--- config.mk ---
export PLATFORM = sky130hd
export DESIGN_NAME = uri_percent_decoder
export DESIGN_NICKNAME = d
export VERILOG_FILES = /design/src/rtl/core/upd_pkg.sv /design/src/rtl/core/upd_front.sv /design/src/rtl/core/upd_queue.sv /design/src/rtl/core/upd_back.sv /design/src/rtl/core/uri_percent_decoder.sv
export SDC_FILE = /design/constraint.sdc
export NUM_CORES = 1
export LEC_CHECK = 0
export ABC_AREA = 1
export BUFFER_PORTS_ARGS = -buffer_cell sky130_fd_sc_hd__buf_2
export CELL_PAD_IN_SITES_DETAIL_PLACEMENT = 0
export CELL_PAD_IN_SITES_GLOBAL_PLACEMENT = 1
export CORE_ASPECT_RATIO = 1.5
export CORE_MARGIN = 2
export CORE_UTILIZATION = 30
export DETAILED_ROUTE_END_ITERATION = 7
export PLACE_DENSITY_LB_ADDON = 0.1
export SYNTH_ARGS = -nofsm -noshare
export SYNTH_HDL_FRONTEND = slang
export SYNTH_SLANG_ARGS = --single-unit
--- constraint.sdc ---
create_clock -name clk -period 1.85 [get_ports clk]
set_input_delay 0.185 -clock clk [delete_from_list [all_inputs] [get_ports clk]]
set_output_delay 0.185 -clock clk [all_outputs]
set_load 0.02 [all_outputs]
--- src/rtl/core/upd_pkg.sv ---
// ----------------------------------------------------------------------------
// upd_pkg
// Shared types and constants for the URI percent decoder: classified
// item layout, decode modes, status codes and character constants.
// ----------------------------------------------------------------------------
package upd_pkg;

    // queue between front and back
    localparam int QUEUE_DEPTH = 2;

    // escape character after reset ('%')
    localparam logic [7:0] ESC_RESET = 8'd37;

    // hex digit bounds
    localparam logic [7:0] CHAR_0  = 8'h30;
    localparam logic [7:0] CHAR_9  = 8'h39;
    localparam logic [7:0] CHAR_LA = 8'h61;
    localparam logic [7:0] CHAR_LF = 8'h66;
    localparam logic [7:0] CHAR_UA = 8'h41;
    localparam logic [7:0] CHAR_UF = 8'h46;
    localparam logic [3:0] HEX_TEN = 4'hA;

    // decode modes
    typedef enum logic [1:0] {
        MODE_NORMAL,
        MODE_DIGIT1,
        MODE_DIGIT2,
        MODE_DISCARD
    } mode_t;

    // end-of-string status codes
    typedef enum logic [1:0] {
        ST_OK,
        ST_TRUNC,
        ST_BADHEX,
        ST_ZERO
    } status_t;

    // one classified input item
    typedef struct packed {
        logic [7:0] raw;
        logic       is_esc;
        logic       hex_ok;
        logic [3:0] hex_val;
        logic       last;
    } item_t;

    // queue fill status
    typedef struct packed {
        logic empty;
        logic full;
    } queue_status_t;

endpackage

--- src/rtl/core/upd_front.sv ---
// ----------------------------------------------------------------------------
// upd_front
// Input side: holds the escape character register, accepts items and
// classifies each byte as escape character and hex digit before queueing.
// ----------------------------------------------------------------------------
module upd_front (
    input  logic                   clk,
    input  logic                   rst_n,
    input  logic                   cfg_we,
    input  logic [7:0]             cfg_data,
    input  logic                   in_valid,
    output logic                   in_stall,
    input  logic [7:0]             in_byte,
    input  logic                   last_byte,
    input  upd_pkg::queue_status_t q_status,
    output logic                   push,
    output upd_pkg::item_t         push_item
);

    logic [7:0] esc_reg;
    logic [7:0] esc_next;
    logic       hex_ok;
    logic [3:0] hex_val;

    // escape character register
    always_comb
    begin
        esc_next = esc_reg;
        if (cfg_we)
        begin
            esc_next = cfg_data;
        end
    end

    always_ff @(posedge clk or negedge rst_n)
    begin
        if (!rst_n)
        begin
            esc_reg <= upd_pkg::ESC_RESET;
        end
        else
        begin
            esc_reg <= esc_next;
        end
    end

    // hex digit value of the incoming byte
    always_comb
    begin
        hex_ok  = 1'b1;
        hex_val = '0;
        if (in_byte inside {[upd_pkg::CHAR_0:upd_pkg::CHAR_9]})
        begin
            hex_val = 4'(in_byte - upd_pkg::CHAR_0);
        end
        else if (in_byte inside {[upd_pkg::CHAR_LA:upd_pkg::CHAR_LF]})
        begin
            hex_val = 4'(in_byte - upd_pkg::CHAR_LA) + upd_pkg::HEX_TEN;
        end
        else if (in_byte inside {[upd_pkg::CHAR_UA:upd_pkg::CHAR_UF]})
        begin
            hex_val = 4'(in_byte - upd_pkg::CHAR_UA) + upd_pkg::HEX_TEN;
        end
        else
        begin
            hex_ok = 1'b0;
        end
    end

    // classified item into the queue
    always_comb
    begin
        push_item.raw     = in_byte;
        push_item.is_esc  = (in_byte == esc_reg);
        push_item.hex_ok  = hex_ok;
        push_item.hex_val = hex_val;
        push_item.last    = last_byte;
    end

    // accept while the queue has room
    assign in_stall = q_status.full;
    assign push     = in_valid && !q_status.full;

endmodule

--- src/rtl/core/upd_queue.sv ---
// ----------------------------------------------------------------------------
// upd_queue
// Small first-in first-out queue of classified items between the front
// and the back, so either side may stall without blocking the other.
// ----------------------------------------------------------------------------
module upd_queue #(
    parameter int DEPTH = upd_pkg::QUEUE_DEPTH
) (
    input  logic                   clk,
    input  logic                   rst_n,
    input  logic                   push,
    input  upd_pkg::item_t         push_item,
    input  logic                   pop,
    output upd_pkg::item_t         head_item,
    output upd_pkg::queue_status_t q_status
);

    localparam int PTR_W = (DEPTH > 1) ? $clog2(DEPTH) : 1;
    localparam int CNT_W = $clog2(DEPTH + 1);

    upd_pkg::item_t   entry_reg [DEPTH];
    logic [PTR_W-1:0] wr_ptr_reg;
    logic [PTR_W-1:0] wr_ptr_next;
    logic [PTR_W-1:0] rd_ptr_reg;
    logic [PTR_W-1:0] rd_ptr_next;
    logic [CNT_W-1:0] count_reg;
    logic [CNT_W-1:0] count_next;

    // pointer and fill count update
    always_comb
    begin
        wr_ptr_next = wr_ptr_reg;
        rd_ptr_next = rd_ptr_reg;
        count_next  = count_reg;
        if (push)
        begin
            wr_ptr_next = (wr_ptr_reg == PTR_W'(DEPTH - 1)) ? '0 : wr_ptr_reg + 1'b1;
        end
        if (pop)
        begin
            rd_ptr_next = (rd_ptr_reg == PTR_W'(DEPTH - 1)) ? '0 : rd_ptr_reg + 1'b1;
        end
        if (push && !pop)
        begin
            count_next = count_reg + 1'b1;
        end
        else if (pop && !push)
        begin
            count_next = count_reg - 1'b1;
        end
    end

    always_ff @(posedge clk or negedge rst_n)
    begin
        if (!rst_n)
        begin
            wr_ptr_reg <= '0;
            rd_ptr_reg <= '0;
            count_reg  <= '0;
        end
        else
        begin
            wr_ptr_reg <= wr_ptr_next;
            rd_ptr_reg <= rd_ptr_next;
            count_reg  <= count_next;
        end
    end

    // entry storage
    always_ff @(posedge clk)
    begin
        if (push)
        begin
            entry_reg[wr_ptr_reg] <= push_item;
        end
    end

    assign head_item      = entry_reg[rd_ptr_reg];
    assign q_status.empty = (count_reg == '0);
    assign q_status.full  = (count_reg == CNT_W'(DEPTH));

endmodule

--- src/rtl/core/upd_back.sv ---
// ----------------------------------------------------------------------------
// upd_back
// Decode side: runs the escape state machine over queued items and
// holds each result in an output register until it is taken.
// ----------------------------------------------------------------------------
module upd_back (
    input  logic                   clk,
    input  logic                   rst_n,
    input  upd_pkg::item_t         head_item,
    input  upd_pkg::queue_status_t q_status,
    output logic                   pop,
    output logic                   out_valid,
    input  logic                   out_stall,
    output logic [7:0]             data_byte,
    output logic                   data_valid,
    output logic                   end_of_string,
    output logic [1:0]             status
);

    upd_pkg::mode_t   mode_reg;
    upd_pkg::mode_t   mode_next;
    logic [3:0]       nibble_reg;
    logic [3:0]       nibble_next;
    upd_pkg::status_t held_reg;
    upd_pkg::status_t held_next;

    // decode results for the head item
    upd_pkg::mode_t   step_mode;
    upd_pkg::status_t step_st;
    logic             have_data;
    logic [7:0]       step_data;
    logic [7:0]       decoded;

    logic             res_valid;
    logic [7:0]       res_data;
    logic [1:0]       res_status;

    logic             out_valid_reg;
    logic             out_valid_next;
    logic [7:0]       data_byte_reg;
    logic             data_valid_reg;
    logic             eos_reg;
    logic [1:0]       status_reg;

    // take the head item when the output register is free or draining
    assign pop     = !q_status.empty && (!out_valid_reg || !out_stall);
    assign decoded = {nibble_reg, head_item.hex_val};

    // mode transition for one item
    always_comb
    begin
        step_mode   = mode_reg;
        step_st     = held_reg;
        nibble_next = nibble_reg;
        held_next   = held_reg;
        have_data   = 1'b0;
        step_data   = '0;
        case (mode_reg)
            upd_pkg::MODE_NORMAL:
            begin
                if (head_item.is_esc)
                begin
                    step_mode = upd_pkg::MODE_DIGIT1;
                    step_st   = upd_pkg::ST_TRUNC;
                end
                else
                begin
                    have_data = 1'b1;
                    step_data = head_item.raw;
                end
            end
            upd_pkg::MODE_DIGIT1:
            begin
                nibble_next = head_item.hex_val;
                held_next   = head_item.hex_ok ? upd_pkg::ST_OK : upd_pkg::ST_BADHEX;
                step_mode   = upd_pkg::MODE_DIGIT2;
                step_st     = upd_pkg::ST_TRUNC;
            end
            upd_pkg::MODE_DIGIT2:
            begin
                if (held_reg != upd_pkg::ST_OK || !head_item.hex_ok)
                begin
                    step_st   = upd_pkg::ST_BADHEX;
                    held_next = upd_pkg::ST_BADHEX;
                    step_mode = upd_pkg::MODE_DISCARD;
                end
                else if (decoded == 8'd0)
                begin
                    step_st   = upd_pkg::ST_ZERO;
                    held_next = upd_pkg::ST_ZERO;
                    step_mode = upd_pkg::MODE_DISCARD;
                end
                else
                begin
                    have_data = 1'b1;
                    step_data = decoded;
                    step_st   = upd_pkg::ST_OK;
                    step_mode = upd_pkg::MODE_NORMAL;
                end
            end
            default:
            begin
                step_st = held_reg;
            end
        endcase

        // end of string closes any escape and clears the state
        mode_next = step_mode;
        if (head_item.last)
        begin
            if (step_mode == upd_pkg::MODE_DIGIT1 || step_mode == upd_pkg::MODE_DIGIT2)
            begin
                step_st = upd_pkg::ST_TRUNC;
            end
            else if (step_mode == upd_pkg::MODE_NORMAL)
            begin
                step_st = upd_pkg::ST_OK;
            end
            mode_next   = upd_pkg::MODE_NORMAL;
            nibble_next = '0;
            held_next   = upd_pkg::ST_OK;
        end
    end

    // decode state registers
    always_ff @(posedge clk or negedge rst_n)
    begin
        if (!rst_n)
        begin
            mode_reg   <= upd_pkg::MODE_NORMAL;
            nibble_reg <= '0;
            held_reg   <= upd_pkg::ST_OK;
        end
        else if (pop)
        begin
            mode_reg   <= mode_next;
            nibble_reg <= nibble_next;
            held_reg   <= held_next;
        end
    end

    // result fields for the output register
    always_comb
    begin
        res_valid  = have_data || head_item.last;
        res_data   = have_data ? step_data : 8'd0;
        res_status = head_item.last ? 2'(step_st) : 2'(upd_pkg::ST_OK);
    end

    // output register valid
    always_comb
    begin
        out_valid_next = out_valid_reg;
        if (pop)
        begin
            out_valid_next = res_valid;
        end
        else if (!out_stall)
        begin
            out_valid_next = 1'b0;
        end
    end

    always_ff @(posedge clk or negedge rst_n)
    begin
        if (!rst_n)
        begin
            out_valid_reg <= 1'b0;
        end
        else
        begin
            out_valid_reg <= out_valid_next;
        end
    end

    // output register payload
    always_ff @(posedge clk)
    begin
        if (pop && res_valid)
        begin
            data_byte_reg  <= res_data;
            data_valid_reg <= have_data;
            eos_reg        <= head_item.last;
            status_reg     <= res_status;
        end
    end

    assign out_valid     = out_valid_reg;
    assign data_byte     = data_byte_reg;
    assign data_valid    = data_valid_reg;
    assign end_of_string = eos_reg;
    assign status        = status_reg;

endmodule

--- src/rtl/core/uri_percent_decoder.sv ---
// ----------------------------------------------------------------------------
// uri_percent_decoder
// Streaming URI percent decoder, one string byte per item.
// ----------------------------------------------------------------------------
// The decoder takes one byte per clock cycle and gives at most one result
// per byte, so it sustains one item per cycle when neither side stalls.
// A byte is classified at the input (escape character, hex digit) and
// placed in a QUEUE_DEPTH-entry queue; the decode state machine takes one
// queued byte per cycle while the output register is free or draining and
// writes its result to the output register; each byte is registered in a
// queue entry and its result in the output register. While a result waits
// on out_stall, input keeps flowing until the queue fills.
// Bytes that cause no result (escape characters, first digits, discarded
// bytes) still pass through the decode stage. Write cfg_data with
// cfg_we only while no string is in flight.
// ----------------------------------------------------------------------------
module uri_percent_decoder #(
    parameter int QUEUE_DEPTH = upd_pkg::QUEUE_DEPTH
) (
    input  logic       clk,
    input  logic       rst_n,
    input  logic       cfg_we,
    input  logic [7:0] cfg_data,
    input  logic       in_valid,
    output logic       in_stall,
    input  logic [7:0] in_byte,
    input  logic       last_byte,
    output logic       out_valid,
    input  logic       out_stall,
    output logic [7:0] data_byte,
    output logic       data_valid,
    output logic       end_of_string,
    output logic [1:0] status
);

    upd_pkg::queue_status_t q_status;
    upd_pkg::item_t         push_item;
    upd_pkg::item_t         head_item;
    logic                   push;
    logic                   pop;

    // input classification
    upd_front u_front (
        .clk       (clk),
        .rst_n     (rst_n),
        .cfg_we    (cfg_we),
        .cfg_data  (cfg_data),
        .in_valid  (in_valid),
        .in_stall  (in_stall),
        .in_byte   (in_byte),
        .last_byte (last_byte),
        .q_status  (q_status),
        .push      (push),
        .push_item (push_item)
    );

    // item queue
    upd_queue #(
        .DEPTH (QUEUE_DEPTH)
    ) u_queue (
        .clk       (clk),
        .rst_n     (rst_n),
        .push      (push),
        .push_item (push_item),
        .pop       (pop),
        .head_item (head_item),
        .q_status  (q_status)
    );

    // decode and output register
    upd_back u_back (
        .clk           (clk),
        .rst_n         (rst_n),
        .head_item     (head_item),
        .q_status      (q_status),
        .pop           (pop),
        .out_valid     (out_valid),
        .out_stall     (out_stall),
        .data_byte     (data_byte),
        .data_valid    (data_valid),
        .end_of_string (end_of_string),
        .status        (status)
    );

endmodule

After elaboration in Yosys (flattened, before gate mapping)
Memory sizes are Yosys's and may differ from the RTL's.
Index checks and enable logic that the tools add are counted.
{"block": "word_totals", "register_bits": 33, "latch_bits": 0, "ramBits": 30, "romBits": 0, "input_bits": 22, "out_inout_bits": 14, "elab_cells": 107, "mem_count": 1}
{"name": "u_queue.entry_reg", "words": 2, "width": 15, "read_ports": 1, "rd_clocked_by_memory_dff": 0, "wr": 1, "line_no": "upd_queue.sv:21", "source": "upd_pkg::item_t entry_reg [DEPTH];"}
{"block": "classes", "addsub": 9, "mul": 0, "n_div": 0, "magnitude_cmp": 6, "n_eq_ne": 8, "shifts": 0, "muxes": 39, "bitwise_logic": 1, "n_reduce_logical": 30}
{"operator": "$mux 2", "n": 12}
{"operator": "$mux 8", "n": 3}
{"operator": "$mux 4", "n": 5}
{"operator": "$ge 8x7->1 const B", "n": 2}
{"operator": "$le 8x7->1 const B", "n": 2}
{"operator": "$pmux 8 s2", "n": 1}
{"operator": "$mux 1", "n": 14}
{"operator": "$pmux 2 s3", "n": 2}
{"operator": "$sub 4x1->4 const B", "n": 3}
{"operator": "$add 4x4->4 const B", "n": 2}
{"operator": "$eq 8x8->1", "n": 1}
{"operator": "$ge 8x6->1 const B", "n": 1}
{"operator": "$le 8x6->1 const B", "n": 1}
{"operator": "$logic_and 1x1->1", "n": 8}
{"operator": "$logic_not 8->1", "n": 1}
{"operator": "$logic_not 1->1", "n": 7}
{"operator": "$eq 2x2->1 const B", "n": 3}
{"operator": "$logic_not 2->1", "n": 3}
{"operator": "$reduce_bool 2->1", "n": 3}
{"operator": "$eq 2x1->1 const B", "n": 2}
{"operator": "$logic_or 1x1->1", "n": 4}
{"operator": "$ne 4x1->1 const B", "n": 1}
{"operator": "$pmux 2 s2", "n": 1}
{"operator": "$reduce_and 3->1", "n": 1}
{"operator": "other kinds (9)", "n": 10}

Longest topological paths before layout
Gate-level depths: netlist of run 1.
An unclocked memory read counts as a cell.
{"block": "logic_depth", "ltp_word": 8, "ltp_mapped": 14, "mapped_depth_nobuf": 14}

Hierarchy
Synthesis of run 1 repeated with hierarchy kept, for this count alone.
{"block": "hier_totals", "hier_cells": 271, "area_unflattened_um2": 3079.2}
{"module": "upd_queue", "n_inst": 1, "cells_per_inst": 72, "area_each_um2": 1341.3, "seq_area_each_um2": 1001.0}
{"module": "upd_back", "n_inst": 1, "cells_per_inst": 114, "area_each_um2": 1029.7, "seq_area_each_um2": 585.6}
{"module": "upd_front", "n_inst": 1, "cells_per_inst": 85, "area_each_um2": 708.2, "seq_area_each_um2": 203.9}

Least setup slack after synthesis of run 1
OpenSTA, ideal clock, no wires.
{"block": "synth_timing", "kind": "reg-to-reg", "startpoint": "register u_queue.rd_ptr_reg", "endpoint": "register u_back.status_reg[1] (netlist: u_back.status[1]) (data pin)", "setup_ps": 256, "arrival_ps": 1575, "slack_ps": 20, "stages_incl_launch_ff": 15, "synth_period_minus_slack_ps": 1830, "cell_sequence": "dfrtp_1 > inv_2 > nand2_1 > nand2_1 > nand2_1 > nor2_1 > nand2_2 > nand2_2 > nand2_2 > nand2_2 > inv_1 > ha_1 > nor2_1 > nand2_1 > a21oi_1"}
{"block": "synth_via", "elab_chain_cells": 8, "elab_cells_between_ends": 17, "cone_classes": "eq/ne: 2; mux: 7; bitwise: 1; reduce/logical: 6; memory: 1"}
{"element": "start, declared", "line_no": "upd_queue.sv:24", "source": "logic [PTR_W-1:0] rd_ptr_reg;"}
{"element": "start signal, assigned", "line_no": "upd_queue.sv:64", "source": "rd_ptr_reg <= rd_ptr_next;"}
{"element": "$mem_v2 2x15 (*)"}
{"element": "$logic_not 8->1 or $logic_not 1->1 (tied branches)", "line_no": "upd_back.sv:87, upd_back.sv:81"}
{"element": "$mux 2 or $logic_or 1x1->1 (tied branches)", "line_no": "upd_back.sv:87, upd_back.sv:81"}
{"element": "$mux 2", "line_no": "upd_back.sv:81", "source": "if (held_reg != upd_pkg::ST_OK || !head_item.hex_ok)"}
{"element": "$pmux 2 s3", "line_no": "upd_back.sv:58", "source": "case (mode_reg)"}
{"element": "$eq 2x1->1 or $eq 2x2->1 (tied branches)", "line_no": "upd_back.sv:111", "source": "if (step_mode == upd_pkg::MODE_DIGIT1 || step_mode == upd_pkg::MODE_DIGIT2)"}
{"element": "$logic_or 1x1->1", "line_no": "upd_back.sv:111"}
{"element": "$reduce_or 3->1 (no line)"}
{"element": "end signal, assigned", "line_no": "upd_back.sv:184", "source": "status_reg <= res_status;"}
{"element": "end, declared", "line_no": "upd_back.sv:43", "source": "logic [1:0] status_reg;"}
Mark *: on every way between the ends. The rest lies on a longest branch, timed or not.
A chain may end at the register's enable or synchronous reset.

Final worst setup path of run 1
Same ends and word-level chain as after synthesis.

==> results.ini, run 1 <==
[run_status]
outcome = finished clean

[synth]
synthXorXnorAreaFrac_pct = 3.27
synth-edff-count = 42
synth_cells = 263
yosysWarnings = 0
synthesis.nets = 291
synth-main-ff-cell = edfxtp_1
synth_top_area_share_pct = 42.8
yosysUniqueCellTypes = 30
synth_compound_area_share_pct = 9.26
syn_area_per_cell_um2 = 11.2
ys_ff_latch = 63
synth-simple-area-share_pct = 15.1
synthMuxAreaShare_pct = 3.40
syn_area_um2 = 2950
async_flop_share_pct = 33.3
synth_top_area_cell = edfxtp_1
yosys.area_share.adder_pct = 2.55
synth_commonest_cells = edfxtp_1 (42), nand2_1 (42), inv_1 (33), nor2_1 (31), dfrtp_1 (18)
synth_top_family_by_area = simple AND/OR/NAND/NOR gates
synthTopCellsByArea = edfxtp_1 (43%), dfrtp_1 (15%), nand2_1 (5.4%), o32ai_2 (4.4%), inv_1 (4.2%)
ys_seq_area_share_pct = 60.8

[die]
core_um2 = 9630
die_y_um = 125
die_w_um = 84.9
pin_count = 36
die_area_um2 = 10600
placementRows = 44
initial_core_util_pct = 30.6

[drt]
vias = 2041
ant_nets = 0
drt-initial-drc-count = 60
drc = 0
wl_per_cell_um = 14.2
routed_wl_um = 6490
first_pass_iters = 4
vias_per_cell = 4.48

[timing]
setup_viol = 0
worst_slack_ns = 0.00839
finalCritPeriodShare_pct = 99.5
max_freq_mhz = 543
hold_viol_final = 0
rsz0062_at_grt = yes
skew_ns = 0.00518
max_slew_margin_pct = 61.1
min_period_ns = 1.84
finalMaxSlewViolations = 0
tightest_slew_ns = 0.584

[critical_path]
r2r_cells = 14
r2r-end = u_back.status[1]
cp.required_ns = 1.93
critPathCaptureType = register
cp_cell_sequence = inv_4 > nand2_2 > nand2_2 > nand2_2 > nor2_4 > nand2_2 > nand2_2 > nand2_2 > nand2_2 > inv_2 > ha_4 > nor2_2 > nand2_1 > a21oi_2
r2r_slack_ns = 0.008
crit_type = register to register
crit_arrival_ns = 1.93
cp_max_fo = 8
slowest_delay_ns = 0.45
r2r-start = u_queue.rd_ptr_reg
slowest_stage = dfrtp_2
crit_path_start_kind = register
critPathMostFrequentCell = nand2_2

[pwr]
switching_share_pct = 35.4
p_total_uw = 6960
power.share.clock_pct = 25.3
power.density_nw_per_um2 = 1790
p_comb_share_pct = 42.5
intPower_uw = 4500
seqPwrFrac_pct = 32.2
leakage_uw = 0.00169
power_switching_uw = 2460
ir_worst_vdd_uv = 572

[cells_and_area]
synthToLayoutAreaGrowth_pct = 32.2
seqCellArea_um2 = 1790
diodes = 0
largest_reg_flops = 30
finish.instance_area_um2 = 3890
drive_above_1_share_pct = 39.3
multi_input_area_um2 = 1060
nets = 364
fillCellCount = 937
final_core_util_pct = 40.4

[worst_hold_path]
hold_class = primary input to register
min_delay_path_depth = 1
hp-start = last_byte
whs_endpoint = u_queue.entry_reg[0][0]

[global_route]
grt_pass1_vias = 2014
track_usage_pct = 12.8
grt_antenna_before_repair = 0
overflow = 0
grt_max_degree = 22
grt_pass1_wl_um = 10100

[cts]
tritoncts = yes
htreeDepth = 3
clockBufferDepth = 2
path_clk_slew_ns = 0.05
numCtsBuffers = 9
root_buffer = clkbuf_16
numClockSinks = 63
clkLatencyLatePin_ns = 0.33

[placement]
dp_hpwl_um = 4720
pre_cts_ws_ns = -0.0866
placed_area_um2 = 3420
port_buffers = 35
gp_congestion = 0.819

[flow_run]
max_cap_violations = 0

==> layout make-up <==
class,count,area share [%]
Timing Repair Buffer,66,11.4
Inverter,36,3.60
Sequential cell,63,46.0
Tap cell,115,3.69
Clock inverter,6,2.18
Multi-Input combinational cell,160,27.2
Clock buffer,10,5.88
==> power by group through the flow <==
stage / Sequential (uW) / Clock, uW / Combinational [uW]
floorplan: 2450 / 0 / 1430
finish: 2240 / 1760 / 2960
CTS: 2240 / 1820 / 2580
global placement: 2250 / 0 / 2570
global route: 2290 / 1870 / 3270
detailed placement: 2260 / 0 / 2550
==> what timing repair did <==
| item | 4_1_cts | 5_1_grt |
|---|---|---|
| cloned | 0 | 1 |
| setup buffers | 0 | 6 |
| endpoints found under the hold margin | 18 | 0 |
| hold buffers | 1 | 0 |
| resized for setup | 4 | 21 |
| endpoints found under the setup margin | 14 | 14 |
| pin swaps | 0 | 14 |
==> stage by stage <==
stage / instances / setup TNS (ns) / hold slack, ns
floorplan: 263 / 0 / -0.111
global placement: 432 / -0.0340 / 0.221
detailed placement: 432 / -0.252 / 0.225
CTS: 449 / -0.0185 / 0.0461
global route: 456 / -0.692 / 0.0436
finish: 456 / 0 / 0.0536
==> critical path: cells and delay by family, from the launching register on <==
| kind | cells | cell delay, ns |
|---|---|---|
| compound gates | 1 | 0.04 |
| buf+inv | 2 | 0.15 |
| flops | 1 | 0.45 |
| fa+ha+maj | 1 | 0.26 |
| simple gates | 10 | 0.69 |
==> layer usage <==
layer	share of wire (%)	GRT usage [%]	vias to the layer above
met5	0	0	-
met4	4.2	8.68	0
met3	4.0	3.50	16
met2	53	21.7	51
met1	39	13.6	943
li1	-	-	1031
==> cells in the final DEF (no fill, tap or decap), types with 4 or more instances in the layout <==
master / netlist / layout
ha_1: 6 / 5
clkbuf_16: 0 / 10
nand3_1: 8 / 8
o22ai_1: 5 / 5
inv_1: 33 / 31
buf_2: 0 / 35
nand2_2: 8 / 14
o21ai_1: 5 / 4
o21ai_0: 9 / 9
dfrtp_1: 18 / 17
nand2_1: 42 / 35
buf_4: 2 / 27
edfxtp_1: 42 / 42
xnor2_1: 9 / 9
nor2_1: 31 / 27
o32ai_2: 8 / 8
mux2_2: 8 / 8
nor2_2: 3 / 4
==> logic make-up (layout without fill, tap and decap cells) <==
logic type | Yosys count | in the layout
XOR/XNOR | 11 | 11
buffers and inverters | 40 | 118
AND/OR/NAND/NOR | 100 | 100
adder cells (fa/ha/maj) | 6 | 6
AO/OA/AOI/OAI | 34 | 34
multiplexers | 9 | 9
flip-flops | 63 | 63
==> how the worst max path moves through the flow <==
stage                                   from               end  slack (ns)  cells past startpoint
after floorplan           u_queue.rd_ptr_reg  u_back.status[1]        0.02                     14
after global placement    u_queue.rd_ptr_reg  u_back.status[1]       -0.02                     14
after detailed placement  u_queue.rd_ptr_reg  u_back.status[1]       -0.09                     14
after CTS                 u_queue.rd_ptr_reg  u_back.status[1]       -0.02                     14
after global routing      u_queue.rd_ptr_reg  u_back.status[1]       -0.11                     14
final                     u_queue.rd_ptr_reg  u_back.status[1]       0.008                     14
No activity file was read; power rests on OpenSTA's default activity.
==> inputs of run 2 (changes only) <==
--- a/config.mk
+++ b/config.mk
@@ -6,7 +6,7 @@
 export NUM_CORES = 1
 export LEC_CHECK = 0
 export ABC_AREA = 1
-export BUFFER_PORTS_ARGS = -buffer_cell sky130_fd_sc_hd__buf_2
+export BUFFER_PORTS_ARGS = -buffer_cell sky130_fd_sc_hd__buf_4
 export CELL_PAD_IN_SITES_DETAIL_PLACEMENT = 0
 export CELL_PAD_IN_SITES_GLOBAL_PLACEMENT = 1
 export CORE_ASPECT_RATIO = 1.5
==> run 2 against run 1 <==
Power rose by 0.41%. Combinational power rose by 5%. Sequential power about the same. Die area unchanged. Highest routed layer unchanged. Clock power decreased by 7%. Non-clock buffer count rose by 2. Sequential share of layout area fell by 1.1 points.
==> results.ini, run 2 (synthesized netlist as in run 1, its figures left out) <==
[global_route]
met1_usage_pct = 14.6  ; +1.0 points
use_met2_pct = 22.3  ; +0.60 points
grt_pass1_wl_um = 10400  ; +3.8%
grt_pass1_vias = 2070  ; +2.8%
use_met3_pct = 3.04  ; -0.46 points
grt_antenna_before_repair = 0  ; unchanged
track_usage_pct = 13.1  ; +0.33 points
grt.busiest_layer = met2
overflow = 0  ; unchanged
grt_max_degree = 22  ; unchanged

[drt]
drt-initial-drc-count = 56  ; -6.7%
vias_per_cell = 4.42  ; -1.3%
first_pass_iters = 4  ; unchanged
ant_nets = 0  ; unchanged
routed_wl_um = 6550  ; +0.91%
vias = 2023  ; -0.88%
wl_per_cell_um = 14.3  ; +0.47%
drc = 0  ; unchanged

[cells_and_area]
fillCellCount = 962  ; +2.7%
multi_input_area_um2 = 1070  ; +0.83%
seqCellArea_um2 = 1790  ; unchanged
largest_reg_flops = 30  ; unchanged
nets = 366  ; +0.55%
final_common_cell = buf_4
drive_above_1_share_pct = 39.9  ; +0.65 points
synthToLayoutAreaGrowth_pct = 35.3
final_cell_mix = buf_4 (63), edfxtp_1 (42), nand2_1 (34)
diodes = 0  ; unchanged

[die]
initial_core_util_pct = 30.6  ; unchanged
die_w_um = 84.9  ; unchanged
core_um2 = 9630  ; unchanged
placementRows = 44  ; unchanged
pin_count = 36  ; unchanged
die_y_um = 125  ; unchanged
die_area_um2 = 10600  ; unchanged

[timing]
tightest_slew_ns = 0.321  ; -0.263 ns
setup_viol = 0  ; unchanged
max_freq_mhz = 550  ; +1.3%
rsz0062_at_grt = yes
skew_ns = 0.00462  ; -0.000563 ns
min_period_ns = 1.82  ; -0.0239 ns
hold_viol_final = 0  ; unchanged
max_slew_margin_pct = 78.6  ; +18 points
finalCritPeriodShare_pct = 98.3  ; -1.3 points
finalMaxSlewViolations = 0  ; unchanged
tns_ns = 0  ; unchanged
whs_ns = 0.0470  ; -0.00660 ns

[critical_path]
r2r-start = u_queue.rd_ptr_reg
slowest_stage = dfrtp_2
cp-startpoint = u_queue.rd_ptr_reg
critPathCaptureType = register
crit_type = register to register
cp.required_ns = 1.90  ; -0.03 ns
slowest_delay_ns = 0.42  ; -0.03 ns
cp_max_fo = 6  ; -2
critPathMostFrequentCell = nand2_2
path_delay_family = buffers and inverters
critical_path_buf_inv_count = 5  ; +3
cp_cell_sequence = inv_4 > buf_4 > o21ai_4 > nor2_4 > nand2_2 > nand2_2 > buf_4 > nand3_2 > nand2_2 > inv_4 > clkbuf_16
crit_path_start_kind = register
crit_arrival_ns = 1.86  ; -0.07 ns

[pwr]
ir_worst_vdd_uv = 670  ; +17%
power.density_nw_per_um2 = 1750  ; -1.9%
leakage_uw = 0.00173  ; +2.3%
power.share.clock_pct = 23.4  ; -1.9 points
switching_share_pct = 35.7  ; +0.27 points
intPower_uw = 4500  ; about the same
power_switching_uw = 2490  ; +1.2%
seqPwrFrac_pct = 32.1  ; about the same
p_comb_share_pct = 44.5  ; +2.0 points
p_total_uw = 6990  ; +0.41%

[placement]
port_buffers = 35  ; unchanged
gp_congestion = 0.853  ; +4.2%
dp_hpwl_um = 4700  ; -0.33%

[worst_hold_path]
hold_class = primary input to register
hp-start = last_byte

[cts]
clockBufferDepth = 2  ; unchanged
numCtsBuffers = 9  ; unchanged
root_buffer = clkbuf_16
path_clk_slew_ns = 0.05  ; about the same
numClockSinks = 63  ; unchanged
htreeDepth = 3  ; unchanged
tritoncts = yes
clkLatencyLatePin_ns = 0.33  ; about the same

[flow_run]
max_cap_violations = 0  ; unchanged

[run_status]
outcome = finished clean

==> run 2: cell types whose count changed in the layout (fill, tap and decap cells not counted), sizes merged <==
| cell | before | now |
|---|---|---|
| buf | 64 | 66 |
| clkinv | 3 | 5 |
| bufinv | 2 | 1 |
| clkinvlp | 1 | 0 |
==> run 2: final cells by class <==
type / instances / area share [%]
Inverter: 36 / 3.52
Tap cell: 115 / 3.61
Sequential cell: 63 / 44.9
Multi-Input combinational cell: 160 / 26.8
Clock inverter: 6 / 1.54
Timing Repair Buffer: 68 / 13.8
Clock buffer: 10 / 5.74
==> run 2: power by group through the flow <==
stage | Combinational [uW] | Clock (uW) | Sequential (uW)
6_report | 3110 | 1630 | 2240
5_1_grt | 3430 | 1740 | 2300
3_3_place_gp | 2660 | 0 | 2260
3_5_place_dp | 2650 | 0 | 2270
2_1_floorplan | 1430 | 0 | 2450
4_1_cts | 2750 | 1680 | 2240
==> run 2: path summary, 6_finish.rpt <==
| path | slack (ns) | cells after the start | end |
|---|---|---|---|
| max | 0.03 | 11 | u_back.data_valid |
| min | 0.05 | 1 | u_queue.entry_reg[1][0] |
| max reg2reg | 0.03 | 11 | u_back.data_valid |
| min reg2reg | 0.49 | 2 | u_back.out_valid |
| max in group asynchronous | 1.25 | 2 | u_front.esc_reg[5] |
| min in group asynchronous | 0.30 | 2 | u_back.nibble_reg[3] |
==> run 2: metrics by stage <==
step | std cells | setup slack, ns | util, % | cell area (um2)
6_report | 458 | 0.0323 | 41.4 | 3990
4_1_cts | 452 | 0.00223 | 39.9 | 3840
5_1_grt | 458 | -0.123 | 41.4 | 3990
3_5_place_dp | 432 | -0.0890 | 36.4 | 3510
3_3_place_gp | 432 | -0.0211 | 36.4 | 3510
2_1_floorplan | 263 | 0.0196 | - | 2950
==> run 2: layer usage <==
layer | vias up | wire length (um) | part of all wire, %
met5 | - | 0 | 0
met4 | 0 | 227 | 3.5
met3 | 14 | 241 | 3.7
met2 | 45 | 3520 | 54
met1 | 928 | 2560 | 39
li1 | 1036 | - | -
==> run 2: repair_timing <==
item | in CTS | in global routing
buffers inserted | 3 | 5
pin swaps | 1 | 7
endpoints found under the hold margin | 18 | 0
setup endpoints to repair | 14 | 21
resized for setup | 3 | 25
gates cloned | 0 | 1
hold buffers | 1 | 0
==> run 2: worst register-to-register path: cells and delay by family (launching register included) <==
kind | cells | cell delay [ns]
AOI/OAI and AO/OA | 1 | 0.18
buffers and inverters | 5 | 0.59
DFF | 1 | 0.42
and+or+nand+nor | 5 | 0.36
==> inputs of run 3 (changes only) <==
--- a/config.mk
+++ b/config.mk
@@ -11,7 +11,8 @@
 export CELL_PAD_IN_SITES_GLOBAL_PLACEMENT = 1
 export CORE_ASPECT_RATIO = 1.5
 export CORE_MARGIN = 2
-export CORE_UTILIZATION = 30
+export CORE_UTILIZATION = 35
+export CTS_CLUSTER_DIAMETER = 60
 export DETAILED_ROUTE_END_ITERATION = 7
 export PLACE_DENSITY_LB_ADDON = 0.1
 export SYNTH_ARGS = -nofsm -noshare
==> run 3 against run 2 <==
Power down 5.4%. Clock skew about the same. Clock-buffer cell count up 2. Clock power about the same. Critical endpoint is now u_back.status[1]. Largest power group unchanged.
==> results.ini, run 3 (synthesized netlist as in run 1, its figures left out) <==
[global_route]
use_met3_pct = 3.79  ; +0.75 points
grt_pass1_wl_um = 9760  ; -6.5%
grt_antenna_before_repair = 0  ; unchanged
use_met2_pct = 25.9  ; +3.6 points
track_usage_pct = 14.6  ; +1.5 points
overflow = 0  ; unchanged
grt_pass1_vias = 2002  ; -3.3%
grt_max_degree = 22  ; unchanged
met1_usage_pct = 15.6  ; +1.0 points
grt.busiest_layer = met2

[timing]
rsz0062_at_grt = yes
max_slew_margin_pct = 79.4  ; +0.77 points
finalCritPeriodShare_pct = 96.8  ; -1.5 points
finalMaxSlewViolations = 0  ; unchanged
hold_viol_final = 0  ; unchanged
min_period_ns = 1.79  ; -0.0277 ns
max_freq_mhz = 559  ; +1.5%
tightest_slew_ns = 0.306  ; -0.0147 ns
setup_viol = 0  ; unchanged
skew_ns = 0.00487  ; +0.000252 ns

[critical_path]
crit_path_start_kind = register
crit_arrival_ns = 1.87  ; about the same
critPathCaptureType = register
crit_type = register to register
cp_max_fo = 6  ; unchanged
cp.required_ns = 1.93  ; +0.03 ns

[cells_and_area]
layout.cells.non_filler = 440  ; -3.9%
final_cell_mix = buf_4 (56), edfxtp_1 (42), nand2_1 (40)
final_common_cell = buf_4
largest_reg_flops = 30  ; unchanged
seqCellArea_um2 = 1790  ; about the same
nets = 356  ; -2.7%
final_core_util_pct = 46.0  ; +4.6 points
diodes = 0  ; unchanged
drive_above_1_share_pct = 34.5  ; -5.4 points
synthToLayoutAreaGrowth_pct = 29.9
fillCellCount = 814  ; -15%
finish.instance_area_um2 = 3820  ; -4.0%
multi_input_area_um2 = 1030  ; -3.5%

[cts]
numClockSinks = 63  ; unchanged
clockBufferDepth = 2  ; unchanged
htreeDepth = 3  ; unchanged
clkLatencyLatePin_ns = 0.32  ; about the same
tritoncts = yes
path_clk_slew_ns = 0.05  ; about the same
root_buffer = clkbuf_16
numCtsBuffers = 9  ; unchanged

[drt]
vias = 1966  ; -2.8%
routed_wl_um = 6010  ; -8.1%
vias_per_cell = 4.47  ; +1.2%
drt-initial-drc-count = 86  ; +54%
wl_per_cell_um = 13.7  ; -4.4%
first_pass_iters = 4  ; unchanged
drc = 0  ; unchanged
ant_nets = 0  ; unchanged

[die]
die_area_um2 = 9180  ; -14%
core_um2 = 8310  ; -14%
die_w_um = 78.9  ; -7.1%
pin_count = 36  ; unchanged
initial_core_util_pct = 35.4  ; +4.9 points
placementRows = 41  ; -6.8%
die_y_um = 116  ; -7.2%

[pwr]
p_total_uw = 6610  ; -5.4%
ir_worst_vdd_uv = 592  ; -12%
power.density_nw_per_um2 = 1730  ; -1.4%
leakage_uw = 0.00166  ; -4.3%

[placement]
post-place-cells = 421  ; -2.5%
placed_area_um2 = 3470  ; -0.93%
dp_hpwl_um = 4510  ; -4.1%
gp_congestion = 0.820  ; -4.0%
port_buffers = 35  ; unchanged

[run_status]
outcome = finished clean

[flow_run]
max_cap_violations = 0  ; unchanged

[worst_hold_path]
hold_class = primary input to register

[run 3: cell types whose count changed in the layout (fill, tap and decap cells not counted), sizes merged]
cell      before  now
buf           66   57
clkbuf        11   12
clkinv         5    2
clkinvlp       0    1
[run 3: final timing paths]
kind	cells past startpoint	startpoint	slack, ns	endpoint
hold / removal	1	last_byte	0.05	u_queue.entry_reg[0][0]
max in group asynchronous	2	rst_n	1.25	u_front.esc_reg[5]
setup / recovery	14	u_queue.rd_ptr_reg	0.06	u_back.status[1]
hold reg to reg	2	u_back.out_valid	0.50	u_back.out_valid
setup reg to reg	14	u_queue.rd_ptr_reg	0.06	u_back.status[1]
min in group asynchronous	2	rst_n	0.30	u_back.nibble_reg[1]
[run 3: final cells by class]
type / instances / share of cell area [%]
Sequential cell: 63 / 46.8
Multi-Input combinational cell: 160 / 27.0
Timing Repair Buffer: 58 / 11.8
Clock buffer: 12 / 6.18
Inverter: 36 / 3.53
Tap cell: 107 / 3.50
Clock inverter: 4 / 1.21
[run 3: metal layers]
layer | vias up | share of wire (%) | routed length [um]
met2 | 42 | 53 | 3210
met4 | 0 | 3.0 | 180
met5 | - | 0 | 0
met1 | 899 | 40 | 2420
met3 | 11 | 3.5 | 210
li1 | 1014 | - | -
[run 3: power by group]
| group | internal, uW | leakage [uW] | switching (uW) |
|---|---|---|---|
| logic | 1170 | 0.000869 | 1600 |
| registers | 2070 | 0.000655 | 160 |
| clock network | 1040 | 0.000134 | 569 |
| total | 4280 | 0.00166 | 2330 |
[run 3: what timing repair did]
item,CTS,global route
endpoints found under the setup margin,2,14
setup buffers,1,1
resized for setup,1,10
pin swaps,0,9
hold buffers,1,0
hold endpoints to repair,18,0
gates cloned,0,0
[run 3: stage by stage]
stage | setup slack, ns | TNS [ns] | hold slack, ns
6_report | 0.0600 | 0 | 0.0515
3_3_place_gp | 0.0191 | 0 | 0.110
3_5_place_dp | -0.0443 | -0.0443 | 0.111
2_1_floorplan | 0.0196 | 0 | -0.111
5_1_grt | -0.0922 | -0.0969 | 0.0446
4_1_cts | 0.0171 | 0 | 0.0401
[run 3: critical path, stage by stage, from the launching register on]
cell and delay (ns):
dfrtp_1 0.40, inv_2 0.11, nand2_1 0.06, nand2_1 0.07, nand2_1 0.07, nor2_2 0.13, nand2_2 0.09, nand2_2 0.06
nand2_2 0.05, nand2_2 0.06, inv_2 0.05, ha_4 0.26, nor2_1 0.04, nand2_1 0.06, a21oi_2 0.03
